===== config.mk =====
export PLATFORM = sky130hd
export DESIGN_NAME = partition_fit_allocator
export DESIGN_NICKNAME = d
export VERILOG_FILES = /design/src/hdl/pfa_pkg.sv /design/src/hdl/pfa_ram.sv /design/src/hdl/partition_fit_allocator.sv
export SDC_FILE = /design/constraint.sdc
export NUM_CORES = 2
export LEC_CHECK = 0
export BUFFER_PORTS_ARGS = -buffer_cell sky130_fd_sc_hd__buf_2
export CAP_MARGIN = 20
export CORE_UTILIZATION = 32
export DETAILED_ROUTE_END_ITERATION = 6
export SLEW_MARGIN = 20
export SYNTH_ARGS = -nofsm -noshare
export SYNTH_HDL_FRONTEND = slang
export SYNTH_SLANG_ARGS = --single-unit

===== constraint.sdc =====
create_clock -name aclk -period 13.37 [get_ports aclk]
set_input_delay 1.337 -clock aclk [delete_from_list [all_inputs] [get_ports aclk]]
set_output_delay 1.337 -clock aclk [all_outputs]
set_load 0.005 [all_outputs]

===== src/hdl/pfa_pkg.sv =====
// partition fit allocator: shared types and constants
// used by partition_fit_allocator; no dependencies
package pfa_pkg;

    // fixed widths of the transfer fields
    localparam int FUNC_W   = 1;
    localparam int ENTRY_W  = 7;
    localparam int AMOUNT_W = 8;
    localparam int AGE_W    = 5;

    // configuration port
    localparam int CFG_IDX_W  = 2;
    localparam int CFG_DATA_W = 8;
    localparam int POLICY_W   = 2;
    localparam int HOLD_W     = 4;
    localparam int PIU_W      = 8;

    localparam logic [CFG_IDX_W-1:0] CFG_FIT_POLICY = 2'd0;
    localparam logic [CFG_IDX_W-1:0] CFG_HOLD_LIMIT = 2'd1;
    localparam logic [CFG_IDX_W-1:0] CFG_PARTS_USED = 2'd2;

    // register reset values
    localparam logic [POLICY_W-1:0] POLICY_RST = 2'd0;
    localparam logic [HOLD_W-1:0]   HOLD_RST   = 4'd5;
    localparam logic [PIU_W-1:0]    PIU_RST    = 8'd0;

    // fit policy codes; any other code behaves as first fit
    localparam logic [POLICY_W-1:0] POL_FIRST = 2'd0;
    localparam logic [POLICY_W-1:0] POL_BEST  = 2'd1;
    localparam logic [POLICY_W-1:0] POL_WORST = 2'd2;

    // item function codes
    localparam logic [FUNC_W-1:0] FUNC_LOAD  = 1'b0;
    localparam logic [FUNC_W-1:0] FUNC_ALLOC = 1'b1;

    // sequencer states
    typedef enum logic [2:0] {
        ST_CLEAR,
        ST_IDLE,
        ST_WALK,
        ST_GRANT,
        ST_DONE
    } state_t;

endpackage


===== src/hdl/pfa_ram.sv =====
// generic single write port, single read port ram with registered read
// no dependencies
module pfa_ram #(
    parameter int WIDTH = 29,
    parameter int DEPTH = 128
) (
    input  logic                     aclk,
    input  logic                     wr_en,
    input  logic [$clog2(DEPTH)-1:0] wr_addr,
    input  logic [WIDTH-1:0]         wr_data,
    input  logic                     rd_en,
    input  logic [$clog2(DEPTH)-1:0] rd_addr,
    output logic [WIDTH-1:0]         rd_data
);

    logic [WIDTH-1:0] mem [DEPTH];
    logic [WIDTH-1:0] rd_data_reg;

    // write port
    always_ff @(posedge aclk) begin
        if (wr_en) begin
            mem[wr_addr] <= wr_data;
        end
    end

    // registered read port
    always_ff @(posedge aclk) begin
        if (rd_en) begin
            rd_data_reg <= mem[rd_addr];
        end
    end

    assign rd_data = rd_data_reg;

endmodule


===== src/hdl/partition_fit_allocator.sv =====
// partition fit allocator: top level with walk sequencer and entry table
// depends on pfa_pkg and pfa_ram
// load: result registers, then output registers; allocate: table walk, grant write when an
// entry fits, then output registers; walk length = min(partitions_in_use, MAX_PARTITIONS),
// shorter under first fit at its pick; one entry per cycle through the single ram read port;
// next input transfer after the result is loaded for output; reset clears every entry with no
// input transfer meanwhile; configuration writes are taken at any time, also while clearing
module partition_fit_allocator #(
    parameter int MAX_PARTITIONS = 128,
    parameter int SIZE_BITS      = 8
) (
    input  logic                            aclk,
    input  logic                            aresetn,
    // input channel
    input  logic                            s_valid,
    output logic                            s_ready,
    input  logic [pfa_pkg::FUNC_W-1:0]      s_func,
    input  logic [pfa_pkg::ENTRY_W-1:0]     s_entry_index,
    input  logic [pfa_pkg::AMOUNT_W-1:0]    s_amount,
    // result channel
    output logic                            m_valid,
    input  logic                            m_ready,
    output logic                            m_granted,
    output logic [pfa_pkg::ENTRY_W-1:0]     m_chosen_entry,
    output logic [pfa_pkg::AMOUNT_W-1:0]    m_free_left,
    // configuration write port
    input  logic                            cfg_wr_en,
    input  logic [pfa_pkg::CFG_IDX_W-1:0]   cfg_index,
    input  logic [pfa_pkg::CFG_DATA_W-1:0]  cfg_data
);

    localparam int IDX_W    = $clog2(MAX_PARTITIONS);
    localparam int CNT_W    = $clog2(MAX_PARTITIONS + 1);
    localparam int ENTRY_W  = pfa_pkg::ENTRY_W;
    localparam int AMOUNT_W = pfa_pkg::AMOUNT_W;
    localparam int AGE_W    = pfa_pkg::AGE_W;
    localparam int PIU_W    = pfa_pkg::PIU_W;
    localparam int LEN_W    = (CNT_W > PIU_W) ? CNT_W : PIU_W;
    localparam int EI_W     = (CNT_W > ENTRY_W) ? CNT_W : ENTRY_W;
    // table word: part size, free space, used space, age
    localparam int WORD_W   = 3 * SIZE_BITS + AGE_W;
    localparam int AGE_LO   = 0;
    localparam int USED_LO  = AGE_W;
    localparam int FREE_LO  = AGE_W + SIZE_BITS;
    localparam int PART_LO  = AGE_W + 2 * SIZE_BITS;
    localparam logic [IDX_W-1:0] LAST_IDX = IDX_W'(MAX_PARTITIONS - 1);

    pfa_pkg::state_t state_reg, state_next;

    logic [IDX_W-1:0]             clr_cnt_reg, clr_cnt_next;
    logic [pfa_pkg::POLICY_W-1:0] policy_reg;
    logic [pfa_pkg::HOLD_W-1:0]   hold_reg;
    logic [PIU_W-1:0]             piu_reg;

    logic [SIZE_BITS-1:0] amt_reg, amt_next;
    logic [CNT_W-1:0]     iss_cnt_reg, iss_cnt_next;
    logic                 vis_vld_reg, vis_vld_next;
    logic [IDX_W-1:0]     vis_idx_reg, vis_idx_next;
    logic                 found_reg, found_next;
    logic [IDX_W-1:0]     pick_reg, pick_next;
    logic [SIZE_BITS-1:0] best_reg, best_next;
    logic [SIZE_BITS-1:0] pick_part_reg, pick_part_next;
    logic [SIZE_BITS-1:0] pick_used_reg, pick_used_next;
    logic [AGE_W-1:0]     pick_age_reg, pick_age_next;

    logic                 res_granted_reg, res_granted_next;
    logic [ENTRY_W-1:0]   res_entry_reg, res_entry_next;
    logic [AMOUNT_W-1:0]  res_free_reg, res_free_next;

    logic                 m_valid_reg, m_valid_next;
    logic                 m_granted_reg, m_granted_next;
    logic [ENTRY_W-1:0]   m_entry_reg, m_entry_next;
    logic [AMOUNT_W-1:0]  m_free_reg, m_free_next;

    // table ram ports
    logic              ram_we;
    logic [IDX_W-1:0]  ram_waddr;
    logic [WORD_W-1:0] ram_wdata;
    logic              ram_re;
    logic [IDX_W-1:0]  ram_raddr;
    logic [WORD_W-1:0] ram_rdata;

    // decoded fields of the entry being visited
    logic [SIZE_BITS-1:0] ent_part, ent_free, ent_used;
    logic [AGE_W-1:0]     ent_age, age_inc;
    logic                 occupied, released, fits, cand, take, hit_stop;
    logic                 first_pol, iss_done, walk_end, s_xfer, load_ok;
    logic [LEN_W-1:0]     piu_ext, max_ext, len_sat;
    logic [CNT_W-1:0]     walk_len;
    logic [SIZE_BITS-1:0] amt_in, grant_free;
    logic [EI_W-1:0]      ei_ext;

    pfa_ram #(
        .WIDTH (WORD_W),
        .DEPTH (MAX_PARTITIONS)
    ) u_table (
        .aclk    (aclk),
        .wr_en   (ram_we),
        .wr_addr (ram_waddr),
        .wr_data (ram_wdata),
        .rd_en   (ram_re),
        .rd_addr (ram_raddr),
        .rd_data (ram_rdata)
    );

    // handshake and common terms
    assign s_ready  = (state_reg == pfa_pkg::ST_IDLE);
    assign s_xfer   = s_valid && s_ready;
    assign amt_in   = SIZE_BITS'(s_amount);
    assign ei_ext   = EI_W'(s_entry_index);
    assign load_ok  = (ei_ext < EI_W'(MAX_PARTITIONS));

    // walk length saturates at the table depth
    assign piu_ext  = LEN_W'(piu_reg);
    assign max_ext  = LEN_W'(MAX_PARTITIONS);
    assign len_sat  = (piu_ext > max_ext) ? max_ext : piu_ext;
    assign walk_len = CNT_W'(len_sat);
    assign iss_done = (iss_cnt_reg >= walk_len);

    // entry evaluation on the word read back from the table
    assign ent_part  = ram_rdata[PART_LO +: SIZE_BITS];
    assign ent_free  = ram_rdata[FREE_LO +: SIZE_BITS];
    assign ent_used  = ram_rdata[USED_LO +: SIZE_BITS];
    assign ent_age   = ram_rdata[AGE_LO +: AGE_W];
    assign age_inc   = ent_age + AGE_W'(1);
    assign occupied  = (ent_used != '0);
    assign released  = (age_inc > AGE_W'(hold_reg));
    assign fits      = (ent_free >= amt_reg);
    assign cand      = vis_vld_reg && !occupied && fits;
    assign first_pol = (policy_reg != pfa_pkg::POL_BEST) && (policy_reg != pfa_pkg::POL_WORST);
    assign take      = cand && (!found_reg
                       || ((policy_reg == pfa_pkg::POL_BEST) && (ent_free < best_reg))
                       || ((policy_reg == pfa_pkg::POL_WORST) && (ent_free > best_reg)));
    assign hit_stop  = cand && !found_reg && first_pol;
    assign walk_end  = hit_stop || (iss_done && !vis_vld_reg);
    assign grant_free = best_reg - amt_reg;

    // next state
    always_comb begin
        state_next = state_reg;
        case (state_reg)
            pfa_pkg::ST_CLEAR: begin
                if (clr_cnt_reg == LAST_IDX) begin
                    state_next = pfa_pkg::ST_IDLE;
                end
            end
            pfa_pkg::ST_IDLE: begin
                if (s_xfer) begin
                    if (s_func == pfa_pkg::FUNC_LOAD) begin
                        state_next = pfa_pkg::ST_DONE;
                    end else begin
                        state_next = pfa_pkg::ST_WALK;
                    end
                end
            end
            pfa_pkg::ST_WALK: begin
                if (walk_end) begin
                    if (found_reg || hit_stop) begin
                        state_next = pfa_pkg::ST_GRANT;
                    end else begin
                        state_next = pfa_pkg::ST_DONE;
                    end
                end
            end
            pfa_pkg::ST_GRANT: begin
                state_next = pfa_pkg::ST_DONE;
            end
            pfa_pkg::ST_DONE: begin
                if (!m_valid_reg || m_ready) begin
                    state_next = pfa_pkg::ST_IDLE;
                end
            end
            default: begin
                state_next = pfa_pkg::ST_CLEAR;
            end
        endcase
    end

    // datapath, table access and result registers
    always_comb begin
        clr_cnt_next     = clr_cnt_reg;
        amt_next         = amt_reg;
        iss_cnt_next     = iss_cnt_reg;
        vis_vld_next     = 1'b0;
        vis_idx_next     = vis_idx_reg;
        found_next       = found_reg;
        pick_next        = pick_reg;
        best_next        = best_reg;
        pick_part_next   = pick_part_reg;
        pick_used_next   = pick_used_reg;
        pick_age_next    = pick_age_reg;
        res_granted_next = res_granted_reg;
        res_entry_next   = res_entry_reg;
        res_free_next    = res_free_reg;
        m_valid_next     = m_valid_reg && !m_ready;
        m_granted_next   = m_granted_reg;
        m_entry_next     = m_entry_reg;
        m_free_next      = m_free_reg;
        ram_we           = 1'b0;
        ram_waddr        = '0;
        ram_wdata        = '0;
        ram_re           = 1'b0;
        ram_raddr        = iss_cnt_reg[IDX_W-1:0];
        case (state_reg)
            pfa_pkg::ST_CLEAR: begin
                ram_we       = 1'b1;
                ram_waddr    = clr_cnt_reg;
                clr_cnt_next = clr_cnt_reg + IDX_W'(1);
            end
            pfa_pkg::ST_IDLE: begin
                amt_next     = amt_in;
                iss_cnt_next = '0;
                found_next   = 1'b0;
                if (s_xfer && (s_func == pfa_pkg::FUNC_LOAD)) begin
                    res_granted_next = 1'b0;
                    res_entry_next   = s_entry_index;
                    res_free_next    = '0;
                    if (load_ok) begin
                        ram_we        = 1'b1;
                        ram_waddr     = IDX_W'(s_entry_index);
                        ram_wdata     = {amt_in, amt_in, {SIZE_BITS{1'b0}}, {AGE_W{1'b0}}};
                        res_free_next = AMOUNT_W'(amt_in);
                    end
                end
            end
            pfa_pkg::ST_WALK: begin
                // issue the next read unless all reads are issued or the walk stops here
                if (!iss_done && !hit_stop) begin
                    ram_re       = 1'b1;
                    vis_vld_next = 1'b1;
                    vis_idx_next = iss_cnt_reg[IDX_W-1:0];
                    iss_cnt_next = iss_cnt_reg + CNT_W'(1);
                end
                // age or release an occupied entry
                if (vis_vld_reg && occupied) begin
                    ram_we    = 1'b1;
                    ram_waddr = vis_idx_reg;
                    if (released) begin
                        ram_wdata = {ent_part, ent_part, {SIZE_BITS{1'b0}}, {AGE_W{1'b0}}};
                    end else begin
                        ram_wdata = {ent_part, ent_free, ent_used, age_inc};
                    end
                end
                // track the policy pick
                if (take) begin
                    found_next     = 1'b1;
                    pick_next      = vis_idx_reg;
                    best_next      = ent_free;
                    pick_part_next = ent_part;
                    pick_used_next = ent_used;
                    pick_age_next  = ent_age;
                end
                if (walk_end) begin
                    res_granted_next = 1'b0;
                    res_entry_next   = '0;
                    res_free_next    = '0;
                end
            end
            pfa_pkg::ST_GRANT: begin
                ram_we           = 1'b1;
                ram_waddr        = pick_reg;
                ram_wdata        = {pick_part_reg, grant_free, pick_used_reg + amt_reg,
                                    pick_age_reg};
                res_granted_next = 1'b1;
                res_entry_next   = ENTRY_W'(pick_reg);
                res_free_next    = AMOUNT_W'(grant_free);
            end
            pfa_pkg::ST_DONE: begin
                if (!m_valid_reg || m_ready) begin
                    m_valid_next   = 1'b1;
                    m_granted_next = res_granted_reg;
                    m_entry_next   = res_entry_reg;
                    m_free_next    = res_free_reg;
                end
            end
            default: begin
            end
        endcase
    end

    // control registers
    always_ff @(posedge aclk) begin
        if (!aresetn) begin
            state_reg   <= pfa_pkg::ST_CLEAR;
            clr_cnt_reg <= '0;
            vis_vld_reg <= 1'b0;
            m_valid_reg <= 1'b0;
        end else begin
            state_reg   <= state_next;
            clr_cnt_reg <= clr_cnt_next;
            vis_vld_reg <= vis_vld_next;
            m_valid_reg <= m_valid_next;
        end
    end

    // configuration registers
    always_ff @(posedge aclk) begin
        if (!aresetn) begin
            policy_reg <= pfa_pkg::POLICY_RST;
            hold_reg   <= pfa_pkg::HOLD_RST;
            piu_reg    <= pfa_pkg::PIU_RST;
        end else if (cfg_wr_en) begin
            case (cfg_index)
                pfa_pkg::CFG_FIT_POLICY: policy_reg <= cfg_data[pfa_pkg::POLICY_W-1:0];
                pfa_pkg::CFG_HOLD_LIMIT: hold_reg   <= cfg_data[pfa_pkg::HOLD_W-1:0];
                pfa_pkg::CFG_PARTS_USED: piu_reg    <= cfg_data[PIU_W-1:0];
                default: begin
                end
            endcase
        end
    end

    // payload registers
    always_ff @(posedge aclk) begin
        amt_reg         <= amt_next;
        iss_cnt_reg     <= iss_cnt_next;
        vis_idx_reg     <= vis_idx_next;
        found_reg       <= found_next;
        pick_reg        <= pick_next;
        best_reg        <= best_next;
        pick_part_reg   <= pick_part_next;
        pick_used_reg   <= pick_used_next;
        pick_age_reg    <= pick_age_next;
        res_granted_reg <= res_granted_next;
        res_entry_reg   <= res_entry_next;
        res_free_reg    <= res_free_next;
        m_granted_reg   <= m_granted_next;
        m_entry_reg     <= m_entry_next;
        m_free_reg      <= m_free_next;
    end

    assign m_valid        = m_valid_reg;
    assign m_granted      = m_granted_reg;
    assign m_chosen_entry = m_entry_reg;
    assign m_free_left    = m_free_reg;

endmodule

==> results.cfg <==
[outcome]
status = finished, violations left
violations = DRC

[cells_and_area]
fillCellCount = 41300
layout_commonest_cell = edfxtp_1
largest_reg_flops = 3712
stdcell_area_um2 = 171000
drive_above_1_share_pct = 27.5
mostFrequentLayoutCells = edfxtp_1, mux4_2, clkbuf_16, nand2_1, mux2i_1
nNetsFinal = 6993
area_delta_synth_final_pct = 15.1

[flow_run]
max_cap_viol_count = 0

[setup_path]
r2r-start = state_reg[0]$_SDFFE_PN0P_
arrival_ps = 6850
crit_path_end_kind = register
crit_fanout = 29
worst_setup_path_start_kind = register
reg2reg_depth = 8
crit_required_ps = 13940
startpoint = state_reg[0]$_SDFFE_PN0P_
criticalPathCategory = reg -> reg

[route]
vias = 72000
first_iter_violations = 9382
vias_per_cell = 5.38
drtPass1Iterations = 7
remaining_drc_errors = 6
ant_nets = 0
drt-wirelength-per-cell_um = 30.3
drt_wl_total_um = 406000

[power]
p_comb_share_pct = 5.9
p_sw_share_pct = 22.5
ir_drop_v = 0.000134
power_density_nw_per_um2 = 151
leakagePower_nw = 56.6
switching_power_w = 0.00579
intPower_w = 0.0200
finalPower_w = 0.0258
pwr-share-seq_pct = 51.9
clkPwrFrac_pct = 42.2

[clock_tree]
clock_path_buffers = 4
ctsResizeCount = 0
htreeDepth = 5
postCtsHoldBufs = 0
cts_tree = yes
worstSkewPairLatency_ps = 990
cts_root_buf = clkbuf_16
path_clk_slew_ps = 60
cts.sinks = 3859
cts_setup_buffers = 0
cts_buffers = 388

[die]
initial_core_util_pct = 32.2
pin_count = 49
rows = 249
dieArea_um2 = 467000
die_x_um = 683
core_um2 = 461000
die_h_um = 683

[synth]
ys_ff_latch = 3859
yosysUniqueCellTypes = 68
dominantRegCellSynth = edfxtp_1
ys_seq_area_share_pct = 77.9
syn_nets = 6703
yosys_warnings = 0
synthAdderAreaFrac_pct = 0.423
synthesis.instances = 6623
async_reset_ff_share_pct = 0
yosysTopAreaCell = edfxtp_1
syn_area_um2 = 149000
synthMuxAreaShare_pct = 16.1
synth_top_family_by_area = multiplexers
synthTopCellsByArea = edfxtp_1, mux4_2, mux2i_1
yosys.area_share.xor_xnor_pct = 0.159
synth_compound_area_share_pct = 2.49
synthSimpleGateAreaFrac_pct = 1.75
synth_edf_count = 3833
synth_top_area_share_pct = 77.5
synth.avg_cell_area_um2 = 22.4

[min_path]
hold_depth = 0
hold_start = res_entry_reg[6]$_DFFE_PP_
min_path_type = reg -> reg

[sta]
fin_crit_sh_pct = 47.0
worst_slew_pin_slew_ps = 1180
rsz0062_at_grt = no
whs_ps = 417
skew_ps = 56.7
slew_violations = 0
setup_violations = 0
post-route-min-period_ps = 6280
setup_tns_ps = 0
fmax_mhz = 159
finalHoldViolCount = 0
relSlewSlack_pct = 20.6

[global_routing]
grt_usage_pct = 16.9
grt_max_degree = 113
gr-total-overflow = 0
grt_antenna_before_repair = 29
grt_pass1_wl_um = 567000
grt_pass1_vias = 71800

[place]
routabilityCongestion = 0.873
postPlaceCellArea_um2 = 158000
port-buffer-count = 48
hpwlAfterDp_um = 240000
## worst max-delay path, cell delays in order (launching register included)
cell and delay [ps]:
dfxtp_1 710, inv_2 140, or3_1 510, inv_2 240, and3_1 850, a221o_1 470, nor2b_1 960, nand2_1 870
nor2_4 1090
## layout make-up
cell class	instances	area [um2]	area share, %
Antenna cell	6	15.0	0.00878
Clock buffer	461	10000	5.85
Clock inverter	250	2690	1.57
Inverter	50	218	0.127
Multi-Input combinational cell	2371	32400	19.0
Sequential cell	3859	116000	67.6
Tap cell	6149	7690	4.50
Timing Repair Buffer	243	2320	1.36
## layer usage
metal	GRT usage [%]	share of wire, %
met1	23.2	39
met2	26.7	47
met3	3.95	10
met4	5.39	3.4
met5	0	0.0074
## power by group through the flow
stage / clock (W) / combinational [W] / sequential [W]
finish: 0.0109 / 0.00152 / 0.0134
global route: 0.0115 / 0.00157 / 0.0134
CTS: 0.0110 / 0.00150 / 0.0134
detailed placement: 0 / 0.00150 / 0.0136
global placement: 0 / 0.00148 / 0.0136
floorplan: 0 / 0.000818 / 0.0136
## logic make-up after synthesis
group | Yosys count
xor+xnor | 27
mux | 1165
buf+inv | 393
simple gates | 603
fa+ha+maj | 49
flops | 3859
compound gates | 527
## path summary, 6_finish.rpt
path	endpoint	slack [ps]
min reg2reg	m_chosen_entry[6]$_DFFE_PP_	420
min	m_chosen_entry[6]$_DFFE_PP_	420
max	u_table.mem[54][26]$_DFFE_PP_	7090
max reg2reg	u_table.mem[54][26]$_DFFE_PP_	7090
## synth_stat cells, drive strengths merged (4+ instances only)
cell	n
o221ai	16
inv	50
nand2	220
a2111oi	10
mux4	980
dfxtp	26
nor2b	32
nand2b	13
a221oi	29
a222oi	9
o22ai	49
xnor2	18
ha	47
clkbuf	131
a221o	13
a32oi	5
a21oi	100
edfxtp	3833
o211ai	10
o21ai	52
buf	212
nand3	31
o41ai	4
a21o	14
nor4	6
and3	9
a22oi	96
mux2i	177
and2	5
xor2	9
a311oi	6
a211o	4
o21a	11
or3	5
a211oi	24
nand4	11
nor3	35
a31oi	20
mux2	8
nor2	225
o21bai	5
a22o	30
## through the flow
stage          setup WS [ps]  instances  utilization, %
6_report                7090      13400            37.1
5_1_grt                 6960      13400            37.1
4_1_cts                 7330      13400            36.9
3_5_place_dp            7310      12600            34.2
3_3_place_gp            7240      12600            34.2
2_1_floorplan           5010       6623               -
Power figures use the tool's default switching activity.
